$ cat config.mk
export PLATFORM = sky130hd
export DESIGN_NAME = bb3_rsp_fifo
export DESIGN_NICKNAME = d
export VERILOG_FILES = /design/src/sv/bb3_pkg.sv /design/src/sv/bb3_rsp_fifo.sv
export SDC_FILE = /design/constraint.sdc
export NUM_CORES = 1
export LEC_CHECK = 0
export ABC_CLOCK_PERIOD_IN_PS = 5600
export BUFFER_PORTS_ARGS = -buffer_cell sky130_fd_sc_hd__buf_2
export CELL_PAD_IN_SITES_DETAIL_PLACEMENT = 2
export CELL_PAD_IN_SITES_GLOBAL_PLACEMENT = 2
export CORE_ASPECT_RATIO = 0.75
export CORE_MARGIN = 5
export CORE_UTILIZATION = 49
export DETAILED_ROUTE_END_ITERATION = 8
export PLACE_DENSITY = 0.94
export SYNTH_ARGS = -nofsm -noshare
export SYNTH_HDL_FRONTEND = slang
export SYNTH_SLANG_ARGS = --single-unit
$ cat constraint.sdc
create_clock -name clock -period 5.6 [get_ports clock]
set_input_delay 1.12 -clock clock [delete_from_list [all_inputs] [get_ports clock]]
set_output_delay 1.12 -clock clock [all_outputs]
set_load 0.005 [all_outputs]
$ cat src/sv/bb3_pkg.sv
package bb3_pkg;

   localparam int PIX_W = 8;
   localparam int CH_N = 3;
   // three 8-bit values per column, nine per window
   localparam int COLSUM_W = 10;
   localparam int WINSUM_W = 12;

   localparam int CFG_W = 11;
   localparam int CSR_INDEX_W = 2;

   localparam logic [CSR_INDEX_W-1:0] REG_IMAGE_WIDTH = 2'd0;
   localparam logic [CSR_INDEX_W-1:0] REG_IMAGE_HEIGHT = 2'd1;

   localparam logic [CFG_W-1:0] IMAGE_WIDTH_RESET = 11'd640;
   localparam logic [CFG_W-1:0] IMAGE_HEIGHT_RESET = 11'd480;

   // floor(x / 9) == (x * 3641) >> 15 for every x below 32768
   localparam int DIV9_MUL_W = 12;
   localparam logic [DIV9_MUL_W-1:0] DIV9_MUL = 12'd3641;
   localparam int DIV9_SHIFT = 15;
   localparam int PROD_W = WINSUM_W + DIV9_MUL_W;

   // channel 2 is red, 1 is green, 0 is blue
   typedef logic [CH_N-1:0][PIX_W-1:0] pix_type;
   typedef logic [CH_N-1:0][COLSUM_W-1:0] colsum_type;

   typedef struct packed {
      pix_type color;
      logic end_of_frame;
      logic last_of_step;
   } rsp_item_type;

   typedef struct packed {
      logic [1:0] count;
      rsp_item_type first;
      rsp_item_type second;
   } fifo_push_type;

   function automatic pix_type window_avg(input colsum_type left, input colsum_type mid,
                                          input colsum_type right);
      logic [WINSUM_W-1:0] sum;
      logic [PROD_W-1:0] prod;
      pix_type avg;
      for (int k = 0; k < CH_N; k++) begin
         sum = WINSUM_W'(left[k]) + WINSUM_W'(mid[k]) + WINSUM_W'(right[k]);
         prod = PROD_W'(sum) * PROD_W'(DIV9_MUL);
         avg[k] = prod[DIV9_SHIFT +: PIX_W];
      end
      return avg;
   endfunction

endpackage

$ cat src/sv/bb3_rsp_fifo.sv
module bb3_rsp_fifo import bb3_pkg::*; #(
   parameter int DEPTH = 8
) (
   input  logic clock,
   input  logic reset,
   input  fifo_push_type push,
   output logic out_valid,
   input  logic out_ready,
   output rsp_item_type out_item,
   output logic [$clog2(DEPTH):0] level
);

   localparam int PTR_W = (DEPTH > 1) ? $clog2(DEPTH) : 1;
   localparam int CNT_W = $clog2(DEPTH) + 1;

   rsp_item_type entry_ff [DEPTH];
   logic [PTR_W-1:0] wr_ptr_ff, wr_ptr_in;
   logic [PTR_W-1:0] rd_ptr_ff, rd_ptr_in;
   logic [CNT_W-1:0] count_ff, count_in;
   logic [PTR_W-1:0] wr_ptr_next;
   logic pop;

   assign pop = out_valid && out_ready;
   assign wr_ptr_next = wr_ptr_ff + 1'b1;

   always_comb begin
      wr_ptr_in = wr_ptr_ff + PTR_W'(push.count);
      rd_ptr_in = pop ? rd_ptr_ff + 1'b1 : rd_ptr_ff;
      count_in = count_ff + CNT_W'(push.count) - CNT_W'(pop);
   end

   always_ff @(posedge clock) begin
      if (reset) begin
         wr_ptr_ff <= '0;
         rd_ptr_ff <= '0;
         count_ff <= '0;
      end else begin
         wr_ptr_ff <= wr_ptr_in;
         rd_ptr_ff <= rd_ptr_in;
         count_ff <= count_in;
      end
   end

   always_ff @(posedge clock) begin
      if (push.count != 2'd0) begin
         entry_ff[wr_ptr_ff] <= push.first;
      end
      if (push.count == 2'd2) begin
         entry_ff[wr_ptr_next] <= push.second;
      end
   end

   assign out_valid = (count_ff != '0);
   assign out_item = entry_ff[rd_ptr_ff];
   assign level = count_ff;

endmodule
# After elaboration in Yosys (flattened, before gate mapping)

Memories as Yosys holds them, arrays and structs flattened. A register that Yosys moved wholly into a read port is not among the register bits.
Cells that the tools add are included.

Register bits: 10
Latch bits: 0
Bits in writable memories: 208
Memory bits (read-only): 0
Output and inout bits: 31
Word-level logic and storage cells: 19
Memories kept: 1

Memories:

| name     | depth | bits a word | read ports | clocked after memory_dff | wr ports | line               | RTL |
|---|---|---|---|---|---|---|---|
| entry_ff | 8     | 26          | 1          | 1                        | 2        | bb3_rsp_fifo.sv:16 | `rsp_item_type entry_ff [DEPTH];` |

Add/subtract/negate cells: 5
$mul: 0
Div/mod/pow operators: 0
Magnitude comparators: 0
Equality and inequality tests: 1
Shift operators: 0
Multiplexer cells: 6
Bitwise gates (word level): 0
Reduce and logical (&&, ||, !) cells: 3

Operators with widths:

| operator                                                       | number |
|---|---|
| 3-bit by 1-bit adder with 3-bit output (second input constant) | 2 |
| 3-bit two-way mux                                              | 2 |
| 4-bit by 2-bit adder with 4-bit output                         | 1 |
| 1-bit two-way mux                                              | 4 |
| 4-bit nonzero test                                             | 1 |
| 4-bit by 1-bit subtractor with 4-bit output                    | 1 |
| 3-bit by 2-bit adder with 3-bit output                         | 1 |
| 2-bit == test (second input constant)                          | 1 |
| 2-bit nonzero test                                             | 1 |
| 1-bit logical AND                                              | 1 |

# Logic depth before layout (Yosys ltp)

Gate-level depths: netlist of run 1.

Depth after elaboration: 4
Gate-level depth with buffers: 10
Gate-level depth less buffers: 9

# Worst setup path after synthesis of run 1

No wires, ideal clock.

Path kind: input-to-reg
Start: in push[52] (netlist bit)
End: mem entry_ff[1][0] (netlist bit), enable pin
Arrival time: 3267 ps
Data required time: 5151 ps
Path slack: 1884 ps
Stages: 2
Path buffers: 0
Cell sequence: o21ai_0 > o31ai_1

RTL lines:

| what            | line               | RTL |
|---|---|---|
| start, declared | bb3_rsp_fifo.sv:6  | `input fifo_push_type push,` |
| end, declared   | bb3_rsp_fifo.sv:16 |  |

==> impl_metrics.ini, run 1 <==
[die]
core-area_um2 = 22170
rows = 47
dieArea_um2 = 25760
io_pins = 88
die_h_um = 140.2
die_x_um = 183.7
start_util = 0.4999

[min_path]
min_path_type = register to register
hold_end = rd_ptr_ff[1]$_SDFFE_PP0P_
holdPathStages = 2
hp-start = rd_ptr_ff[1]$_SDFFE_PP0P_

[grt]
grt_pass1_vias = 7303
grt_pass1_wl_um = 50380
gr-total-overflow = 0
grt_max_degree = 53
grtUsageTotal = 0.2647
grt_antenna_before_repair = 0

[cts]
cts_buffers = 23
clockBufferDepth = 3
hold_buffers = 0
htree_levels = 1
cts_tree = built
post_cts_buffers = 0
cts.sinks = 221
clk_pin_slew_ps = 60
cts-root-buf = clkbuf_16
post_cts_resized = 0
clkLatencyLatePin_ps = 520

[synthesis]
async_reset_ff_frac = 0
synth-edff-count = 208
yosysTopAreaCell = edfxtp_1
synth_area_um2 = 11080
ys_top_cells_by_count = 231 x mux2_2, 208 x edfxtp_1, 52 x mux4_2
syn_avg_cell_area_um2 = 17.90
post-synth-top-count-cell = mux2_2
syn_inst = 619
synthesis.nets = 686
synth_area_leaders = edfxtp_1 56%, mux2_2 23%, mux4_2 11%
yosysSeqAreaShare = 0.5871
synth_ff_type = edfxtp_1
ys_seq_elements = 221
ys_types = 39
yosysWarningCount = 0
synth_top_area_share = 0.5636

[route]
vias_per_cell = 6.301
drt_iter0_markers = 541
wl_um = 33730
num_vias = 6383
first_pass_iters = 4
wl_per_cell_um = 33.30
antenna_left = 0
drcViolationCount = 0

[critical_path]
crit_fanout = 42
start_kind = register
r2r_slack_ps = 2160
cp.arrival_ps = 2950
worst_setup_path_end_kind = output pin
rr_endpoint = entry_ff[7][15]$_DFFE_PP_
rr_startpoint = wr_ptr_ff[1]$_SDFF_PP0_
path_class = register to output pin
reg2reg_depth = 4
crit_required_ps = 4480

[sta]
fin_skew_ps = 7.463
setup-tns-final_ps = 0
slew_headroom = 0.1603
grt_setup_unrepaired = no
tightest_slew_ps = 1259
hold_violations = 0
slew_violations = 0
setup_viol = 0
period_minus_slack_ps = 4073
max_freq_mhz = 245.5
fin_crit_sh = 0.7273

[placed_design]
gp_congestion = 0.7519
io_buffer_count = 87
dpl.hpwl_um = 19800
place_area_um2 = 11860

[layout]
antenna_cells = 0
area_delta_synth_final_pct = 13.84
design_area_um2 = 12620
final_layout_size_suffix_gt1_frac = 0.6106
nets = 771

[pwr]
p_per_area_nw_per_um2 = 369.0
ir_worst_vdd_v = 0.0002006
leakage_uw = 0.004229

[run_status]
status = completed

[job]
maxCapViolations = 0
[critical path: stages (launching register included)]
cell	delay [ps]
dfxtp_4	940
buf_4	440
mux4_2	550
mux2_2	310
buf_2	140
[report_power, final]
group	leakage [uW]	switching (uW)	internal, uW	total [uW]
Combinational	0.00184	493	452	945
Sequential	0.00202	106	1990	2100
Clock	0.000374	673	936	1610
Total	0.00423	1270	3380	4660
[registers in the layout, indices dropped and copies added, names as in the netlist, named ones only]
register   cells
entry_ff     208
rd_ptr_ff      3
wr_ptr_ff      3
level          4
[per-layer routing]
layer	part of all wire	wire [um]	global-route usage	up-vias
met2	0.52	17440	0.4659	222
li1	-	-	-	2688
met4	0.023	767	0.06191	0
met5	0	0	0	-
met3	0.053	1794	0.04847	54
met1	0.41	13730	0.3426	3419
[worst max-delay path by stage]
stage,from,to,slack (ps),depth (start not counted)
after CTS,register,out_item[24],1470,4
after floorplan,push[52],entry_ff[1][0]$_DFFE_PP_,1880,2
after global routing,register,out_item[24],1370,4
final,register,out_item[24],1530,4
after detailed placement,push[52],entry_ff[7][12]$_DFFE_PP_,1970,4
after global placement,push[52],entry_ff[3][11]$_DFFE_PP_,2050,4
[cell usage in the layout, fill, tap and decap left out, types with 2 or more instances in the layout]
cell and count:
nand3_1 2, o21ai_0 5, buf_2 87, a21oi_1 2, o31ai_4 2, clkbuf_16 23
nor2_2 2, o22ai_4 2, o21ai_4 4, dfxtp_1 11, edfxtp_1 208, mux4_2 52
nor2_1 6, buf_4 7, nor2b_1 3, nand4b_1 2, inv_1 9, mux2_1 3
fa_1 2, mux2_2 231, ha_1 8, clkinv_2 7, clkbuf_1 3, nand2_1 3
a31o_2 3, bufinv_16 4, dfxtp_4 2, nand3_2 2, nand2b_1 5, nand2_2 4
clkinv_1 2
[stage by stage]
step / power (uW) / hold WS [ps] / util / setup slack [ps] / cells
after floorplan: 2664 / 470.4 / - / 1884 / 619
after global placement: 2975 / 491.8 / 0.5349 / 2046 / 973
after detailed placement: 3070 / 530.1 / 0.5349 / 1974 / 973
after CTS: 4691 / 545.2 / 0.5691 / 1466 / 1013
after global routing: 4839 / 566.1 / 0.5691 / 1370 / 1013
final: 4655 / 538.4 / 0.5691 / 1527 / 1013
[cells by family after synthesis]
group,count (synthesis),share of synthesized area
muxes,287,0.3444
DFF,221,0.5871
buffers and inverters,43,0.01987
and+or+nand+nor,34,0.02021
AOI/OAI and AO/OA,20,0.01129
adders and majority gates,10,0.01265
xor gates and xnor gates,4,0.004517
[final cells by class]
| cell class | instances | area (um2) |
|---|---|---|
| Tap cell | 294 | 367.9 |
| Multi-Input combinational cell | 355 | 4456 |
| Fill cell | 1872 | 9554 |
| Clock inverter | 14 | 170.2 |
| Inverter | 9 | 33.78 |
| Clock buffer | 26 | 586.8 |
| Sequential cell | 221 | 6514 |
| Timing Repair Buffer | 94 | 488.0 |
(Power assumes the default switching activity.)
==> run 2, diff against run 1 <==
--- a/config.mk
+++ b/config.mk
@@ -5,15 +5,16 @@
 export SDC_FILE = /design/constraint.sdc
 export NUM_CORES = 1
 export LEC_CHECK = 0
-export ABC_CLOCK_PERIOD_IN_PS = 5600
+export ABC_AREA = 1
+export ABC_CLOCK_PERIOD_IN_PS = 4100
 export BUFFER_PORTS_ARGS = -buffer_cell sky130_fd_sc_hd__buf_2
 export CELL_PAD_IN_SITES_DETAIL_PLACEMENT = 2
 export CELL_PAD_IN_SITES_GLOBAL_PLACEMENT = 2
 export CORE_ASPECT_RATIO = 0.75
 export CORE_MARGIN = 5
-export CORE_UTILIZATION = 49
+export CORE_UTILIZATION = 36
 export DETAILED_ROUTE_END_ITERATION = 8
-export PLACE_DENSITY = 0.94
+export PLACE_DENSITY = 0.89
 export SYNTH_ARGS = -nofsm -noshare
 export SYNTH_HDL_FRONTEND = slang
 export SYNTH_SLANG_ARGS = --single-unit
==> constraint.sdc (replaced) <==
create_clock -name clock -period 4.1 [get_ports clock]
set_input_delay 0.82 -clock clock [delete_from_list [all_inputs] [get_ports clock]]
set_output_delay 0.82 -clock clock [all_outputs]
set_load 0.005 [all_outputs]
==> run 2 against run 1 <==
Design area is 12% higher; sequential cell count unchanged; sequential power grew 35%; routed wire length increased by 51%; register-to-register slack got worse by 1000 ps; final cell count is 110% higher; synthesized cell count rose to 2.7 times the previous value; synthesized area increased by 15%; via count up 86%; total power is 59% higher; sequential share of layout area down 5.6 points; critical endpoint is now out_item[0]; largest cell class unchanged; highest routed layer unchanged.
==> impl_metrics.ini, run 2 <==
[critical_path]
cp.arrival_ps = 2750
path_class = register to output pin
worst_setup_path_end_kind = output pin
cp_top_family = buffers and inverters
crit_fanout = 78
crit_path_cell_trace = inv_2, buf_12, nand2_1, nand2_1, nand2_1, nand2_1, nand2_1, nand2_1, buf_2
cpMostUsedCell = nand2_1
crit_slowest_cell = inv_2
start_kind = register
worst_path_largest_cell_delay_ps = 480
crit_required_ps = 3280
crit_buf_inv = 3

[route]
vias_per_cell = 5.539
first_pass_iters = 5
wl_per_cell_um = 23.82
num_vias = 11850
top_layer = met4
wl_um = 50940
drcViolationCount = 0
routed-wl-met2_um = 24860
drt-met1-wl_um = 21560
antenna_left = 0
drt_iter0_markers = 902
route.met3.wl_um = 3084

[synthesis]
synth_area_um2 = 12740
ys_top_cells_by_count = 930 x nand2_1, 240 x nand3_1, 208 x edfxtp_1
post-synth-top-count-cell = nand2_1
yosysTopAreaCell = edfxtp_1
yosysSeqAreaShare = 0.5107
ys_seq_elements = 221
yosys.area_share.adder = 0.01100
synth_compound_area_frac = 0.006286
synth_top_area_share = 0.4903
synth-xor-area-share = 0.001375
syn_avg_cell_area_um2 = 7.624
synth_top_family_by_area = simple AND/OR/NAND/NOR gates
syn_inst = 1671
yosys.area_share.simple = 0.3849
synth_area_leaders = edfxtp_1 49%, nand2_1 27%, nand3_1 9.4%
synth_ff_type = edfxtp_1
ys_types = 23
yosysWarningCount = 0
synthesis.nets = 1738
async_reset_ff_frac = 0
synth-edff-count = 208
synthMuxAreaShare = 0

[sta]
hold_violations = 0
fin_skew_ps = 7.630
tightest_slew_ps = 1237
fin_crit_sh = 0.8707
setup_viol = 0
slew_violations = 0
setup-tns-final_ps = 0
max_freq_mhz = 280.1
grt_setup_unrepaired = no
period_minus_slack_ps = 3570
slew_headroom = 0.1724

[placed_design]
gp_congestion = 0.7865
io_buffer_count = 87
place_area_um2 = 13230
dpl.hpwl_um = 31660

[die]
die_h_um = 172.9
start_util = 0.3656
io_pins = 88
rows = 59
die_x_um = 227.2
dieArea_um2 = 39290
core-area_um2 = 34840

[pwr]
combPwrFrac = 0.277
switchingPower_uw = 2619
ir_worst_vdd_v = 0.0003075
clkPwrFrac = 0.340
leakage_uw = 0.006752
swShare = 0.3540
p_per_area_nw_per_um2 = 523.6
p_int_uw = 4779
seqPwrFrac = 0.383

[cts]
cts.sinks = 221
clockBufferDepth = 3
clk_pin_slew_ps = 60
post_cts_resized = 0
cts-root-buf = clkbuf_16
cts_buffers = 26
hold_buffers = 0
cts_tree = built
htree_levels = 1
post_cts_buffers = 0
clkLatencyLatePin_ps = 550

[layout]
layout_commonest_cell = nand2_1
final_layout_size_suffix_gt1_frac = 0.1077
nets = 1728
area_delta_synth_final_pct = 10.91
mostFrequentLayoutCells = 930 x nand2_1, 240 x nand3_1, 208 x edfxtp_1
regMostFlops = entry_ff
largest_register_ff_count = 208
design_area_um2 = 14130

[job]
maxCapViolations = 0

[grt]
grt_pass1_wl_um = 78940
gr-total-overflow = 0
grt_max_degree = 79
grt_antenna_before_repair = 1
grtUsageTotal = 0.2589
grt_pass1_vias = 13410

[run_status]
status = completed

[min_path]
min_path_type = register to register
-- run 2: cell count changes after synthesis, moves of 5 or more --
cell,change
mux2_2,-231
mux4_2,-52
nand3_1,+238
inv_1,+61
nand2_1,+927
buf_2,+73
buf_6,+10
a21oi_1,+5
nand2b_1,-5
buf_1,+12
buf_4,+6
clkbuf_1,+15
-- run 2: path summary, 6_finish.rpt --
kind / startpoint / to / slack [ps] / cells after the start
setup / recovery: register / out_item[0] / 530 / 9
hold / removal: rd_ptr_ff[1]$_SDFFE_PP0P_ / rd_ptr_ff[1]$_SDFFE_PP0P_ / 500 / 2
setup reg to reg: wr_ptr_ff[0]$_SDFF_PP0_ / entry_ff[7][2]$_DFFE_PP_ / 1130 / 6
hold reg to reg: rd_ptr_ff[1]$_SDFFE_PP0P_ / rd_ptr_ff[1]$_SDFFE_PP0P_ / 500 / 2
-- run 2: power by group through the flow --
stage          logic [uW]  registers, uW  clock network (uW)
2_1_floorplan        1300           2830                   0
3_3_place_gp         1890           2860                   0
3_5_place_dp         2030           2880                   0
4_1_cts              2060           2830                2540
5_1_grt              2260           2850                2640
6_report             2050           2830                2520
-- run 2: final cells by class --
| type | count | area [um2] |
|---|---|---|
| fillers | 4004 | 20710 |
| flip-flops and latches | 221 | 6511 |
| multi-input cells | 1225 | 5231 |
| clock buffers | 32 | 694.4 |
| repair buffers | 112 | 635.6 |
| well taps | 457 | 571.8 |
| inverters | 75 | 281.5 |
| clock inverters | 16 | 201.4 |
| diodes | 1 | 2.502 |
-- run 2: kinds of logic (layout without fill, tap and decap cells) --
logic type,count (synthesis),after routing
and+or+nand+nor,1197,1197
buffers and inverters,225,235
DFF,221,221
AOI/OAI and AO/OA,16,16
adders and majority gates,10,10
xor gates and xnor gates,2,2
other,0,1
-- run 2: layer usage --
metal  global-route usage  vias up
met2               0.4420      390
met4              0.06899        0
li1                     -     5283
met1               0.3435     6084
met5                    0        -
met3              0.04068       91
-- run 2: worst min-delay path: cells and delay by family, from the launching register on --
family / cells / cell delay, ps
DFF: 1 / 320
and+or+nand+nor: 1 / 80
AOI/OAI and AO/OA: 1 / 60
-- run 2: through the flow --
step / cells / power (uW) / util / setup slack, ps / hold WS [ps]
final: 2139 / 7398 / 0.4055 / 530.1 / 504.9
after global routing: 2139 / 7756 / 0.4055 / 377.0 / 534.9
after CTS: 2138 / 7439 / 0.4055 / 526.2 / 509.4
after detailed placement: 2090 / 4906 / 0.3797 / 1058 / 495.1
after global placement: 2090 / 4756 / 0.3797 / 1133 / 475.4
after floorplan: 1671 / 4129 / - / 718.9 / 465.2
==> run 3, diff against run 2 <==
==> constraint.sdc (replaced) <==
create_clock -name clock -period 4.1 [get_ports clock]
set_input_delay 0.205 -clock clock [delete_from_list [all_inputs] [get_ports clock]]
set_output_delay 0.205 -clock clock [all_outputs]
set_load 0.005 [all_outputs]
==> run 3 against run 2 <==
Via count is 0.57% lower; clock skew increased by 21 ps; sequential share of layout area is 0.33 points higher; global-route usage down 0.064 points; first-iteration DRC count is 0.11% higher; critical endpoint is now entry_ff[3][23]$_DFFE_PP_; largest cell class unchanged.
==> impl_metrics.ini, run 3 (synthesis gave the netlist of run 2 again) <==
[pwr]
p_int_uw = 4567
leakage_uw = 0.006701
combPwrFrac = 0.289
switchingPower_uw = 2623
ir_worst_vdd_v = 0.0003037
clkPwrFrac = 0.320
swShare = 0.3648
seqPwrFrac = 0.391
p_per_area_nw_per_um2 = 512.5

[sta]
tightest_slew_ps = 1265
fin_crit_sh = 0.8552
hold_violations = 0
setup-tns-final_ps = 0
holdWs_ps = 26.49
period_minus_slack_ps = 3506
slew_violations = 0
setup_viol = 0
grt_setup_unrepaired = no
fin_skew_ps = 28.88
slew_headroom = 0.1536
max_freq_mhz = 285.2

[die]
rows = 59
die_x_um = 227.2
core-area_um2 = 34840
start_util = 0.3656
die_h_um = 172.9
dieArea_um2 = 39290
io_pins = 88

[grt]
gr-total-overflow = 0
grtUsageTotal = 0.2583
grt_max_degree = 105
grt_pass1_vias = 13180
grt_pass1_wl_um = 78950
grt_antenna_before_repair = 3

[critical_path]
rr_startpoint = wr_ptr_ff[0]$_SDFF_PP0_
rr_endpoint = entry_ff[3][23]$_DFFE_PP_
r2r_slack_ps = 590
start_kind = register
crit_fanout = 27
crit_required_ps = 4330
path_class = register to register
reg2reg_depth = 8
cp.arrival_ps = 3740
worst_setup_path_end_kind = register

[route]
first_pass_iters = 5
wl_um = 51420
num_vias = 11780
antenna_left = 0
wl_per_cell_um = 24.10
drt_iter0_markers = 903
drcViolationCount = 0
vias_per_cell = 5.520

[cts]
cts-root-buf = clkbuf_16
clockBufferDepth = 3
clk_pin_slew_ps = 60
clkLatencyLatePin_ps = 560
cts_buffers = 26
post_cts_resized = 0
hold_buffers = 0
htree_levels = 1
cts.sinks = 221
post_cts_buffers = 0
cts_tree = built

[layout]
final_layout_size_suffix_gt1_frac = 0.1061
area_delta_synth_final_pct = 10.13
mostFrequentLayoutCells = 930 x nand2_1, 240 x nand3_1, 208 x edfxtp_1
antenna_cells = 0
regMostFlops = entry_ff
layout_commonest_cell = nand2_1
nets = 1724
largest_register_ff_count = 208

[placed_design]
io_buffer_count = 87
gp_congestion = 0.7632
dpl.hpwl_um = 31180

[min_path]
holdPathStages = 2
min_path_type = primary input to register
hp-start = reset
hold_end = level[2]$_SDFF_PP0_

[run_status]
status = completed

[job]
maxCapViolations = 0
[run 3: per-stage QoR]
stage	setup slack, ps	cell area [um2]	util	power (uW)	std cells
floorplan	1147	12740	-	4129	1671
detailed placement	707.0	13210	0.3792	4924	2086
finish	593.6	14030	0.4027	7191	2134
CTS	661.4	14030	0.4027	7224	2134
global placement	853.0	13210	0.3792	4779	2086
global route	489.2	14030	0.4027	7555	2134
[run 3: worst max-delay path by stage]
stage	startpoint	end	slack, ps	cells after the start
2_1_floorplan	wr_ptr_ff[0]$_SDFF_PP0_	entry_ff[3][0]$_DFFE_PP_	1150	2
3_3_place_gp	wr_ptr_ff[0]$_SDFF_PP0_	entry_ff[3][18]$_DFFE_PP_	850	8
3_5_place_dp	wr_ptr_ff[0]$_SDFF_PP0_	entry_ff[3][18]$_DFFE_PP_	710	8
4_1_cts	wr_ptr_ff[0]$_SDFF_PP0_	entry_ff[3][23]$_DFFE_PP_	660	8
5_1_grt	wr_ptr_ff[0]$_SDFF_PP0_	entry_ff[3][23]$_DFFE_PP_	490	8
6_report	wr_ptr_ff[0]$_SDFF_PP0_	entry_ff[3][23]$_DFFE_PP_	590	8
[run 3: routing by layer]
metal  global-route usage  wire [um]  vias up
met4              0.06899       1368        8
met1               0.3383      21380     6004
met2               0.4474      25410      387
li1                     -          -     5276
met3              0.03814       3211      105
met5                    0         60        -
[run 3: worst max-delay path, stage by stage (launching register included)]
cell and delay (ps):
dfxtp_1 550, ha_1 290, inv_1 90, nand2_1 120, nand2_2 140, nor2_4 600, nand2_4 490, o21ai_4 560
buf_4 340
[run 3: final cells by class]
class	instances	area [um2]
fillers	3965	20810
repair buffers	108	618.1
clock inverters	17	146.4
clock buffers	31	669.4
well taps	457	571.8
flip-flops and latches	221	6511
multi-input cells	1225	5231
inverters	75	281.5
[run 3: power by group through the flow]
stage | clock network, uW | registers [uW] | logic (uW)
after floorplan | 0 | 2830 | 1300
after global placement | 0 | 2840 | 1940
after detailed placement | 0 | 2860 | 2070
after CTS | 2320 | 2810 | 2090
after global routing | 2420 | 2820 | 2310
final | 2300 | 2810 | 2080
